## src/design/nnt_pkg.sv

```systemverilog
// Package for the nearest-neighbor tour block: item types, codes and constants.
// Used by the top level; depends on nothing.
package nnt_pkg;

  localparam int DEF_MAX_CITIES = 16;
  localparam int CITY_W         = 4;
  localparam int COST_W         = 10;
  localparam int TOTAL_W        = 16;
  localparam int NUM_W          = 5;
  localparam int MASK_W         = 16;
  localparam int CFG_W          = 5;

  // An edge cost at or above this value is unusable.
  localparam logic [COST_W-1:0] NO_EDGE = 10'd999;

  // Operation codes of an input item.
  localparam logic OP_LOAD = 1'b0;
  localparam logic OP_TOUR = 1'b1;

  // Configuration register indexes.
  localparam logic CFG_NUM_CITIES = 1'b0;
  localparam logic CFG_START_CITY = 1'b1;

  localparam logic [NUM_W-1:0]  NUM_CITIES_RST = 5'd16;
  localparam logic [CITY_W-1:0] START_CITY_RST = 4'd0;

  typedef struct packed {
    logic              op;
    logic [CITY_W-1:0] from_city;
    logic [CITY_W-1:0] to_city;
    logic [COST_W-1:0] edge_cost;
  } in_item_t;

  typedef struct packed {
    logic [CITY_W-1:0]  city;
    logic [TOTAL_W-1:0] tour_cost;
    logic               no_route;
    logic               last;
  } out_item_t;

endpackage

```

## src/design/nnt_stream_if.sv

```systemverilog
// Valid/ready stream channel carrying one item of type T.
// Depends on nothing; item types come from nnt_pkg at the instantiation site.
interface nnt_stream_if #(parameter type T = logic) ();
  logic valid;
  logic ready;
  T     data;

  modport source (output valid, output data, input ready);
  modport sink   (input valid, input data, output ready);
endinterface

```

## src/design/nearest_neighbor_tour.sv

```systemverilog
// Greedy nearest-neighbor tour over a cost matrix held in an internal memory.
// A load item writes one matrix entry. A tour over n cities scans one matrix row per step,
// one entry per cycle through the single registered read port and a shared compare unit;
// output stalls hold the tour in its emit state.
// Reset (rst_n, synchronous, active low) clears control state and loads the register
// defaults; the cost memory is undefined until written.
module nearest_neighbor_tour
  import nnt_pkg::*;
#(
  parameter int MAX_CITIES = DEF_MAX_CITIES
) (
  input  logic               clk,
  input  logic               rst_n,
  nnt_stream_if.sink         in_ch,
  nnt_stream_if.source       out_ch,
  input  logic               cfg_we,
  input  logic               cfg_index,
  input  logic [CFG_W-1:0]   cfg_wdata
);

  localparam int DEPTH    = MAX_CITIES * MAX_CITIES;
  localparam int AW       = $clog2(DEPTH);
  localparam int CITY_CAP = (MAX_CITIES < MASK_W) ? MAX_CITIES : MASK_W;
  localparam logic [AW-1:0] ROW_STRIDE = AW'(MAX_CITIES);

  typedef enum logic [6:0] {
    ST_IDLE     = 7'b0000001,
    ST_SCAN     = 7'b0000010,
    ST_FIN      = 7'b0000100,
    ST_DECIDE   = 7'b0001000,
    ST_EMIT     = 7'b0010000,
    ST_RET      = 7'b0100000,
    ST_RET_WAIT = 7'b1000000
  } state_t;

  // Next action after a result has been handed to the output register.
  typedef enum logic [2:0] {
    NX_IDLE = 3'b001,
    NX_SCAN = 3'b010,
    NX_RET  = 3'b100
  } next_t;

  in_item_t in_item;
  assign in_item = in_ch.data;

  // Configuration registers.
  logic [NUM_W-1:0]  num_cities_r;
  logic [CITY_W-1:0] start_city_r;

  always_ff @(posedge clk) begin
    if (!rst_n) begin
      num_cities_r <= NUM_CITIES_RST;
      start_city_r <= START_CITY_RST;
    end else if (cfg_we) begin
      case (cfg_index)
        CFG_NUM_CITIES: num_cities_r <= cfg_wdata;
        CFG_START_CITY: start_city_r <= cfg_wdata[CITY_W-1:0];
        default: ;
      endcase
    end
  end

  // Sequencer and datapath registers.
  state_t             state_r, state_nxt;
  next_t              next_r, next_nxt;
  logic [NUM_W-1:0]   n_r, n_nxt;
  logic [CITY_W-1:0]  s_r, s_nxt;
  logic [MASK_W-1:0]  visited_r, visited_nxt;
  logic [CITY_W-1:0]  cur_r, cur_nxt;
  logic [TOTAL_W-1:0] total_r, total_nxt;
  logic [NUM_W-1:0]   step_r, step_nxt;
  logic [CITY_W-1:0]  j_r, j_nxt;
  logic [COST_W-1:0]  best_r, best_nxt;
  logic [CITY_W-1:0]  pick_r, pick_nxt;
  logic               found_r, found_nxt;
  logic               rd_vld_r, rd_vld_nxt;
  logic [CITY_W-1:0]  rd_j_r, rd_j_nxt;
  logic               ret_ok_r, ret_ok_nxt;
  out_item_t          res_r, res_nxt;
  out_item_t          out_r, out_nxt;
  logic               out_valid_r, out_valid_nxt;

  // Cost memory: one write port, one registered read port.
  logic [COST_W-1:0] mem [DEPTH];
  logic [COST_W-1:0] mem_q;
  logic              wr_en;
  logic [AW-1:0]     wr_addr;
  logic              rd_en;
  logic [AW-1:0]     rd_addr;

  always_ff @(posedge clk) begin
    if (wr_en) begin
      mem[wr_addr] <= in_item.edge_cost;
    end
    if (rd_en) begin
      mem_q <= mem[rd_addr];
    end
  end

  logic in_fire;
  logic emit_ok;
  logic cand_ok;
  logic [NUM_W-1:0] n_clamp;
  logic [NUM_W:0]   step_inc;

  assign in_ch.ready  = (state_r == ST_IDLE);
  assign in_fire      = in_ch.valid && in_ch.ready;
  assign emit_ok      = !out_valid_r || out_ch.ready;
  assign out_ch.valid = out_valid_r;
  assign out_ch.data  = out_r;

  // Load address from the item's row and column.
  assign wr_addr = AW'(in_item.from_city) * ROW_STRIDE + AW'(in_item.to_city);
  assign wr_en   = in_fire && (in_item.op == OP_LOAD)
                   && (int'(in_item.from_city) < MAX_CITIES)
                   && (int'(in_item.to_city) < MAX_CITIES);

  // City count clamped to two and to the cap.
  always_comb begin
    n_clamp = num_cities_r;
    if (n_clamp < NUM_W'(2)) begin
      n_clamp = NUM_W'(2);
    end
    if (int'(n_clamp) > CITY_CAP) begin
      n_clamp = NUM_W'(CITY_CAP);
    end
  end

  // Shared compare unit: a usable, cheaper, unvisited entry replaces the best so far.
  // A current row outside the memory holds no usable edge.
  assign cand_ok = rd_vld_r && (int'(cur_r) < MAX_CITIES) && (mem_q != '0)
                   && (mem_q < best_r) && !visited_r[rd_j_r];

  always_comb begin
    state_nxt     = state_r;
    next_nxt      = next_r;
    n_nxt         = n_r;
    s_nxt         = s_r;
    visited_nxt   = visited_r;
    cur_nxt       = cur_r;
    total_nxt     = total_r;
    step_nxt      = step_r;
    j_nxt         = j_r;
    best_nxt      = best_r;
    pick_nxt      = pick_r;
    found_nxt     = found_r;
    rd_vld_nxt    = 1'b0;
    rd_j_nxt      = rd_j_r;
    ret_ok_nxt    = ret_ok_r;
    res_nxt       = res_r;
    out_nxt       = out_r;
    out_valid_nxt = out_valid_r && !out_ch.ready;
    rd_en         = 1'b0;
    rd_addr       = AW'(cur_r) * ROW_STRIDE + AW'(j_r);
    step_inc      = {1'b0, step_r} + 1'b1;

    if (cand_ok && ((state_r == ST_SCAN) || (state_r == ST_FIN))) begin
      best_nxt  = mem_q;
      pick_nxt  = rd_j_r;
      found_nxt = 1'b1;
    end

    case (state_r)
      ST_IDLE: begin
        if (in_fire && (in_item.op == OP_TOUR)) begin
          n_nxt       = n_clamp;
          s_nxt       = start_city_r;
          visited_nxt = MASK_W'(1) << start_city_r;
          cur_nxt     = start_city_r;
          total_nxt   = '0;
          step_nxt    = '0;
          j_nxt       = '0;
          best_nxt    = NO_EDGE;
          pick_nxt    = '0;
          found_nxt   = 1'b0;
          state_nxt   = ST_SCAN;
        end
      end
      // Issue one read of the current row per cycle.
      ST_SCAN: begin
        rd_en      = 1'b1;
        rd_vld_nxt = 1'b1;
        rd_j_nxt   = j_r;
        if ({1'b0, j_r} == n_r - 1'b1) begin
          state_nxt = ST_FIN;
        end else begin
          j_nxt = j_r + 1'b1;
        end
      end
      // The last entry is compared here.
      ST_FIN: begin
        state_nxt = ST_DECIDE;
      end
      ST_DECIDE: begin
        if (!found_r) begin
          res_nxt   = '{city: '0, tour_cost: total_r, no_route: 1'b1, last: 1'b1};
          next_nxt  = NX_IDLE;
        end else begin
          visited_nxt = visited_r | (MASK_W'(1) << pick_r);
          total_nxt   = total_r + TOTAL_W'(best_r);
          cur_nxt     = pick_r;
          step_nxt    = step_inc[NUM_W-1:0];
          res_nxt     = '{city: pick_r, tour_cost: total_r + TOTAL_W'(best_r),
                          no_route: 1'b0, last: 1'b0};
          next_nxt    = ((step_inc + 1'b1) < {1'b0, n_r}) ? NX_SCAN : NX_RET;
        end
        state_nxt = ST_EMIT;
      end
      // Hand the result to the output register, then continue.
      ST_EMIT: begin
        if (emit_ok) begin
          out_nxt       = res_r;
          out_valid_nxt = 1'b1;
          case (next_r)
            NX_SCAN: begin
              j_nxt     = '0;
              best_nxt  = NO_EDGE;
              pick_nxt  = '0;
              found_nxt = 1'b0;
              state_nxt = ST_SCAN;
            end
            NX_RET:  state_nxt = ST_RET;
            default: state_nxt = ST_IDLE;
          endcase
        end
      end
      // Read the return edge; a start city outside the memory costs nothing.
      ST_RET: begin
        rd_addr    = AW'(cur_r) * ROW_STRIDE + AW'(s_r);
        ret_ok_nxt = (int'(s_r) < MAX_CITIES);
        rd_en      = (int'(s_r) < MAX_CITIES);
        state_nxt  = ST_RET_WAIT;
      end
      ST_RET_WAIT: begin
        total_nxt = total_r + (ret_ok_r ? TOTAL_W'(mem_q) : '0);
        cur_nxt   = s_r;
        res_nxt   = '{city: s_r, tour_cost: total_r + (ret_ok_r ? TOTAL_W'(mem_q) : '0),
                      no_route: 1'b0, last: 1'b1};
        next_nxt  = NX_IDLE;
        state_nxt = ST_EMIT;
      end
      default: state_nxt = ST_IDLE;
    endcase
  end

  // Control registers take reset; payload registers do not.
  always_ff @(posedge clk) begin
    if (!rst_n) begin
      state_r     <= ST_IDLE;
      next_r      <= NX_IDLE;
      out_valid_r <= 1'b0;
      rd_vld_r    <= 1'b0;
      visited_r   <= '0;
      cur_r       <= '0;
      total_r     <= '0;
      step_r      <= '0;
      found_r     <= 1'b0;
    end else begin
      state_r     <= state_nxt;
      next_r      <= next_nxt;
      out_valid_r <= out_valid_nxt;
      rd_vld_r    <= rd_vld_nxt;
      visited_r   <= visited_nxt;
      cur_r       <= cur_nxt;
      total_r     <= total_nxt;
      step_r      <= step_nxt;
      found_r     <= found_nxt;
    end
  end

  always_ff @(posedge clk) begin
    n_r      <= n_nxt;
    s_r      <= s_nxt;
    j_r      <= j_nxt;
    best_r   <= best_nxt;
    pick_r   <= pick_nxt;
    rd_j_r   <= rd_j_nxt;
    ret_ok_r <= ret_ok_nxt;
    res_r    <= res_nxt;
    out_r    <= out_nxt;
  end

  // The start city stays marked visited for the whole tour.
  a_start_visited: assert property (@(posedge clk) disable iff (!rst_n)
    (state_r != ST_IDLE) |-> visited_r[s_r])
    else $error("start city not marked visited during a tour");

  // A recorded best candidate is always a usable edge.
  a_best_usable: assert property (@(posedge clk) disable iff (!rst_n)
    ((state_r == ST_DECIDE) && found_r) |-> ((best_r != '0) && (best_r < NO_EDGE)))
    else $error("best candidate is not a usable edge");

  // Scanning only happens while steps remain.
  a_steps_left: assert property (@(posedge clk) disable iff (!rst_n)
    (state_r == ST_SCAN) |-> (({1'b0, step_r} + 1'b1) < {1'b0, n_r}))
    else $error("row scan started with no steps left");

  // Finishing a tour leaves a last result in the output register.
  a_tour_ends_last: assert property (@(posedge clk) disable iff (!rst_n)
    ((state_r == ST_EMIT) && emit_ok && (next_r == NX_IDLE)) |=> (out_valid_r && out_r.last))
    else $error("tour ended without a last result");

endmodule
```

## src/flat_wrapper.sv

```systemverilog
// flat-port wrapper written by rule: the top's interface ports become plain ports
module nearest_neighbor_tour_flat import nnt_pkg::*;
#(
  parameter int MAX_CITIES = DEF_MAX_CITIES
)
  (clk, rst_n, cfg_we, cfg_index, cfg_wdata, in_ch_valid, in_ch_data, in_ch_ready, out_ch_valid, out_ch_data, out_ch_ready);
  nnt_stream_if in_ch_i ();
  nnt_stream_if out_ch_i ();
  input  logic clk;
  input  logic rst_n;
  input  logic cfg_we;
  input  logic cfg_index;
  input  logic [CFG_W-1:0] cfg_wdata;
  input wire logic [$bits(in_ch_i.valid)-1:0] in_ch_valid;
  input wire logic [$bits(in_ch_i.data)-1:0] in_ch_data;
  output wire logic [$bits(in_ch_i.ready)-1:0] in_ch_ready;
  output wire logic [$bits(out_ch_i.valid)-1:0] out_ch_valid;
  output wire logic [$bits(out_ch_i.data)-1:0] out_ch_data;
  input wire logic [$bits(out_ch_i.ready)-1:0] out_ch_ready;
  assign in_ch_i.valid = in_ch_valid;
  assign in_ch_i.data = in_ch_data;
  assign in_ch_ready = in_ch_i.ready;
  assign out_ch_valid = out_ch_i.valid;
  assign out_ch_data = out_ch_i.data;
  assign out_ch_i.ready = out_ch_ready;
  nearest_neighbor_tour #(.MAX_CITIES(MAX_CITIES)) u_core (.clk(clk), .rst_n(rst_n), .in_ch(in_ch_i), .out_ch(out_ch_i), .cfg_we(cfg_we), .cfg_index(cfg_index), .cfg_wdata(cfg_wdata));
endmodule
```

## config.mk

```make
export PLATFORM = sky130hd
export DESIGN_NAME = nearest_neighbor_tour_flat
export DESIGN_NICKNAME = d
export VERILOG_FILES = /design/src/design/nnt_pkg.sv /design/src/design/nnt_stream_if.sv /design/src/design/nearest_neighbor_tour.sv /design/src/flat_wrapper.sv
export SDC_FILE = /design/constraint.sdc
export NUM_CORES = 1
export LEC_CHECK = 0
export BUFFER_PORTS_ARGS = -buffer_cell sky130_fd_sc_hd__buf_4
export CAP_MARGIN = 25
export CORE_ASPECT_RATIO = 1.5
export CORE_MARGIN = 2
export CORE_UTILIZATION = 40
export DETAILED_ROUTE_END_ITERATION = 12
export PLACE_DENSITY = 0.63
export SLEW_MARGIN = 20
export SYNTH_ARGS = -nofsm -noshare
export SYNTH_HDL_FRONTEND = slang
export SYNTH_SLANG_ARGS = --single-unit
```

## constraint.sdc

```tcl
create_clock -name clk -period 1.9 [get_ports clk]
set_clock_uncertainty 0.1 [all_clocks]
set_input_delay 0.57 -clock clk [delete_from_list [all_inputs] [get_ports clk]]
set_output_delay 0.57 -clock clk [all_outputs]
set_load 0.02 [all_outputs]
```

==> results of run 1 <==
kinds of logic after synthesis:
group                    Yosys count
XOR/XNOR                           5
buffers and inverters             10
flip-flops                        51
AO/OA/AOI/OAI                     25
AND/OR/NAND/NOR                   71
multiplexers                       8
other                              1
adder cells (fa/ha/maj)            1
registers in the layout (all words and copies together), names as in the netlist:
signal,cells
u_core.mem_q,1
u_core.mem,1
u_core.pick_r,4
u_core.j_r,4
u_core.state_r,7
u_core.out_ch.valid,1
u_core.res_r,1
u_core.rd_vld_r,1
u_core.out_ch.data,1
u_core.found_r,1
u_core.visited_r,16
u_core.best_r,9
u_core.rd_j_r,4
worst max-delay path by stage:
stage / slack, ns / start / depth (start not counted) / to
final: -0.21 / u_core.rd_j_r[0] / 4 / u_core.pick_r[1]
after global routing: -0.30 / u_core.rd_j_r[0] / 4 / u_core.pick_r[2]
after CTS: -0.24 / u_core.rd_j_r[0] / 4 / u_core.pick_r[1]
after detailed placement: -0.27 / u_core.rd_j_r[0] / 5 / u_core.best_r[9]
after global placement: -0.24 / u_core.rd_j_r[0] / 5 / u_core.best_r[9]
after floorplan: -0.05 / u_core.rd_j_r[0] / 4 / u_core.pick_r[2]
power groups by stage:
stage / sequential (mW) / clock [mW] / combinational, mW
finish: 1.13 / 0.675 / 0.0539
global route: 1.14 / 0.734 / 0.0607
CTS: 1.13 / 0.693 / 0.0534
detailed placement: 1.16 / 0 / 0.0523
global placement: 1.16 / 0 / 0.0516
floorplan: 1.16 / 0 / 0.0367
final cells by class:
class / instances / area share
Clock buffer: 7 / 0.0387
Clock inverter: 1 / 0.00252
Inverter: 3 / 0.00453
Multi-Input combinational cell: 116 / 0.376
Sequential cell: 51 / 0.462
Tap cell: 68 / 0.0342
Timing Repair Buffer: 25 / 0.0815
through the flow:
stage / hold slack [ns] / util / TNS (ns) / cells
2_1_floorplan: 0.300 / - / -0.308 / 177
3_3_place_gp: 0.301 / 0.454 / -3.08 / 260
3_5_place_dp: 0.308 / 0.454 / -3.40 / 260
4_1_cts: 0.327 / 0.486 / -2.86 / 270
5_1_grt: 0.325 / 0.489 / -3.87 / 271
6_report: 0.324 / 0.489 / -2.51 / 271
routing by layer:
layer / wire length, µm / global-route usage / vias up
met5: 0 / 0 / -
li1: - / - / 676
met3: 87 / 0.0344 / 10
met1: 1490 / 0.149 / 648
met4: 116 / 0.0796 / 0
met2: 1920 / 0.246 / 15
placed cells by master (no fill, tap or decap), drive strengths merged, types with 4 or more instances in the layout:
cell     n
nand2b   5
conb     6
and2    14
clkbuf   7
buf     25
nor2     8
inv      4
nand2    5
nor3    14
o21a    17
mux4     4
nor4     8
dfxtp   39
edfxtp  12
timing repair:
action,in CTS,in global routing
resized for setup,14,2
buffers inserted,2,1
endpoints found under the setup margin,15,19
pin swaps,2,2
worst max-delay path: cells and delay by family (launching register included):
family	cells	cell delay, ns
flops	1	0.54
compound gates	2	0.45
mux	2	0.93
==> run_results.csv, run 1 <==
group,metric,value,unit
timing,setup_viol,15,
logic_synthesis,synth_flop_cell,"dfxtp_1",
cts,clkTransAtPathRegs,0.09,ns
global_routing,grt_start_max_net_pins,24,
critical_path,cp.arrival,2.21,ns
placed_design,gp_congestion,0.772,
critical_path,rrSetupSlack,-0.21,ns
logic_synthesis,netlist_area,0.00208,mm²
cts,insertion_delay,0.30,ns
pwr,p_sw_frac,0.204,
floorplan,start_util,0.408,
placed_design,dp_hpwl,2700,µm
logic_synthesis,synth_top_family_by_area,"simple AND/OR/NAND/NOR gates",
status,status,"finished, violations left",
logic_synthesis,synth_compound_area_frac,0.104,
critical_path,worst_ep_required_time,2.00,ns
run,cap_viol_max_count,0,
drt,via_per_inst,4.98,
critical_path,path_class,"flop to flop",
layout,area_growth,19.8,%
logic_synthesis,synth_area_leaders,"dfxtp_1 (38%), edfxtp_1 (17%), o21a_1 (6.1%), mux4_2 (4.3%), and2_4 (3.8%)",
cts,cts-buffers-inserted,5,
critical_path,r2r-end,"u_core.pick_r[1]",
timing,finalMaxSlewViolations,0,
placed_design,pre_cts_slack,-0.266,ns
logic_synthesis,synth_edf_count,12,
drt,ant_nets,0,
cts,clk_path_buf_depth,2,
timing,period_needed,2.11,ns
global_routing,antenna_found_initial,0,
cts,htreeDepth,2,
worst_hold_path,hold_class,"flop to flop",
drt,wl,3610,µm
pwr,total_power,1.86,mW
worst_hold_path,min_to,"u_core.mem_q[0]",
global_routing,grt_usage,0.139,
floorplan,ios,15,
logic_synthesis,synth-simple-area-share,0.221,
pwr,p_int,1.48,mW
timing,achievable-frequency,0.473,GHz
drt,dr.pass1.iters,4,
layout,fill_cells,484,
logic_synthesis,synth-xor-area-share,0.0211,
drt,drc,0,
worst_hold_path,min_from,"u_core.mem[0]",
floorplan,dieArea,0.00579,mm²
cts,cts_tree,"yes",
logic_synthesis,synth_commonest_cells,"dfxtp_1 (39), o21a_1 (17), nor3_1 (13)",
global_routing,grt_pass1_vias,1388,
logic_synthesis,post_synth_num_cell_types,41,
layout,fin_nets,215,
critical_path,cpPeakStageDelay,0.58,ns
placed_design,port_buffers,7,
logic_synthesis,synth.mux.area_fraction,0.0699,
logic_synthesis,synth-seq-cells,51,
critical_path,rr_startpoint,"u_core.rd_j_r[0]",
timing,hold_viol,0,
critical_path,worstRegToRegCells,4,
worst_hold_path,hold_path_depth,0,
logic_synthesis,seq_area_frac_synth,0.550,
layout,layout-drive-gt1-share,0.320,
logic_synthesis,synth_most_common_cell,"dfxtp_1",
drt,wl_per_cell,13.3,µm
drt,dr_total_vias,1349,
pwr,vdd_drop_max,0.515,mV
critical_path,critical_path.max_fanout,6,
floorplan,die_h,92.2,µm
drt,drt_iter0_drc,24,
critical_path,path_cells,"mux4_2, a22oi_2, o2111ai_4, mux2_4",
timing,fin_crit_sh,1.11,
layout,multi_input_area,936,µm²
pwr,leakagePower,0.927,nW
status,violations,"setup timing",
pwr,combPwrFrac,0.029,
global_routing,overflow,0,
logic_synthesis,yosysTopAreaCell,"dfxtp_1",
critical_path,startpoint_type,"flop",
floorplan,fp.dieW,62.8,µm
logic_synthesis,async_flop_share,0,
cts,ctsHoldBuffers,0,
floorplan,rows,32,
layout,diodes,0,
pwr,switchingPower,0.380,mW
logic_synthesis,synthAdderAreaFrac,0.00603,
logic_synthesis,yosysWarnings,0,
placed_design,postPlaceCellArea,0.00231,mm²
logic_synthesis,syn_inst,172,
logic_synthesis,syn_area_per_cell,12.1,µm²
layout,fin_area,0.00249,mm²
pwr,powerDensity,749,mW/mm²
pwr,power_frac_clock,0.362,
global_routing,grt_pass1_wl,6190,µm
cts,clock_sinks,51,
layout,seqCellArea,0.00115,mm²
floorplan,fp.coreArea,0.00508,mm²
timing,setup_slack,-0.212,ns
critical_path,worstSetupEndpointType,"flop",
cts,root_buffer,"clkbuf_8",
pwr,p_seq_frac,0.609,
critical_path,crit_slowest_cell,"mux4_2",
timing,rsz0062_at_grt,"true",
logic_synthesis,yosys.area.top_type_share,0.376,
(Power assumes the default switching activity.)
==> inputs of run 2 (changes only) <==
- SKIP_LAST_GASP: default -> 1
==> run 2 against run 1 <==
Critical path type unchanged. Via count increased by 0.82%. The run still ends with setup timing left. Non-clock buffer count unchanged. Routed wire length decreased by 0.17%. Largest power group unchanged. First-iteration DRC count increased by 4.2%. Power about the same. Final area unchanged. Fmax increased by 0.19%. Highest routed layer unchanged. Global-route usage unchanged. Register-to-register slack about the same.
==> run_results.csv, run 2 (synthesized netlist as in run 1, its figures left out) <==
group,metric,value,unit
status,status,"finished, violations left",
status,violations,"setup timing",
drt,drt_iter0_drc,25,
cts,clock_sinks,51,
run,cap_viol_max_count,0,
critical_path,startpoint,"u_core.rd_j_r[0]",
global_routing,grt_pass1_wl,6190,µm
layout,top_regs,"u_core.visited_r x16, u_core.best_r x9, u_core.state_r x7",
pwr,powerDensity,749,mW/mm²
floorplan,rows,32,
cts,clk_path_buf_depth,2,
floorplan,fp.coreArea,0.00508,mm²
global_routing,grt_start_max_net_pins,24,
timing,timing.hold.ws,0.324,ns
critical_path,startpoint_type,"flop",
placed_design,pre_cts_slack,-0.266,ns
critical_path,critPathBufInv,0,
placed_design,dp_hpwl,2700,µm
cts,cts_tree,"yes",
floorplan,dieArea,0.00579,mm²
cts,cts-buffers-inserted,5,
layout,largest_reg_flops,16,
layout,layout_commonest_cell,"dfxtp_1",
critical_path,path_cells,"mux4_2, a22oi_2, o2111ai_4, mux2_4",
floorplan,die_h,92.2,µm
drt,dr.pass1.iters,4,
critical_path,endpoint,"u_core.pick_r[1]",
cts,clkTransAtPathRegs,0.09,ns
pwr,vdd_drop_max,0.515,mV
critical_path,path_depth,4,
timing,fin_crit_sh,1.11,
critical_path,crit_slowest_cell,"mux4_2",
drt,ant_nets,0,
cts,ctsHoldBuffers,0,
timing,setup_slack,-0.208,ns
timing,fin_tns_setup,-2.45,ns
timing,setup_viol,15,
critical_path,rr_startpoint,"u_core.rd_j_r[0]",
drt,drc,0,
timing,hold_viol,0,
global_routing,grt_usage,0.139,
drt,wl,3610,µm
drt,via_per_inst,5.02,
layout,fin_nets,215,
critical_path,cpPeakStageDelay,0.57,ns
layout,layout-drive-gt1-share,0.320,
drt,dr_total_vias,1360,
timing,period_needed,2.11,ns
critical_path,path_class,"flop to flop",
floorplan,start_util,0.408,
critical_path,worstRegToRegCells,4,
placed_design,gp_congestion,0.772,
layout,diodes,0,
critical_path,rrSetupSlack,-0.21,ns
layout,final_cells,271,
cts,root_buffer,"clkbuf_8",
critical_path,cp.arrival,2.21,ns
critical_path,critical_path.max_fanout,6,
drt,wl_per_cell,13.3,µm
cts,insertion_delay,0.30,ns
placed_design,port_buffers,7,
layout,area_growth,19.8,%
pwr,leakagePower,0.927,nW
timing,finalMaxSlewViolations,0,
layout,regMostFlops,"u_core.visited_r",
critical_path,worstSetupEndpointType,"flop",
floorplan,ios,15,
critical_path,worst_ep_required_time,2.00,ns
floorplan,fp.dieW,62.8,µm
timing,achievable-frequency,0.474,GHz
timing,rsz0062_at_grt,"true",
critical_path,r2r-end,"u_core.pick_r[1]",
global_routing,overflow,0,
layout,final_cell_mix,"dfxtp_1 (34), buf_4 (21), o21a_1 (17)",
placed_design,place_inst,260,
global_routing,antenna_found_initial,0,
worst_hold_path,hold_class,"flop to flop",
critical_path,cp_top_family,"multiplexers",
cts,htreeDepth,2,
global_routing,grt_pass1_vias,1388,
layout,post-route-util,0.489,
## run 2: cell counts in the layout (fill, tap and decap cells not counted)
No cell type changed its count.
## run 2: through the flow
stage          instance area, µm²  total power, mW
6_report                     2490             1.86
3_5_place_dp                 2310             1.21
5_1_grt                      2490             1.93
3_3_place_gp                 2310             1.21
4_1_cts                      2470             1.88
2_1_floorplan                2100             1.19
## run 2: area by class of cell
type                            instances  area (µm²)
Fill cell                             484        2600
Tap cell                               68        85.1
Clock inverter                          1        6.26
Inverter                                3        11.3
Timing Repair Buffer                   25         203
Multi-Input combinational cell        116         936
Sequential cell                        51        1150
Clock buffer                            7        96.3
## run 2: what timing repair did
action                     in CTS  in global routing
pin swaps                       2                  2
buffers inserted                2                  1
setup endpoints to repair      15                 19
resized for setup              14                  2
hold endpoints to repair        0                  0
## run 2: worst min path at each step
stage	start	end	slack [ns]	cells past startpoint
global placement	u_core.res_r[0]	u_core.out_ch.data	0.30	0
floorplan	u_core.mem[0]	u_core.mem_q[0]	0.30	0
detailed placement	u_core.mem[0]	u_core.mem_q[0]	0.31	0
global route	u_core.mem[0]	u_core.mem_q[0]	0.33	0
CTS	u_core.mem[0]	u_core.mem_q[0]	0.33	0
finish	u_core.mem[0]	u_core.mem_q[0]	0.32	0
## run 2: power by group
group	leakage (nW)	internal [mW]	switching (mW)
registers	0.428	1.12	0.0103
clock network	0.0548	0.332	0.343
logic	0.445	0.0267	0.0272
## run 2: metal layers
layer / part of all wire / track usage / vias up
met5: 0 / 0 / -
met4: 0.032 / 0.0796 / 0
met3: 0.024 / 0.0344 / 10
met2: 0.53 / 0.246 / 15
met1: 0.42 / 0.149 / 658
li1: - / - / 677
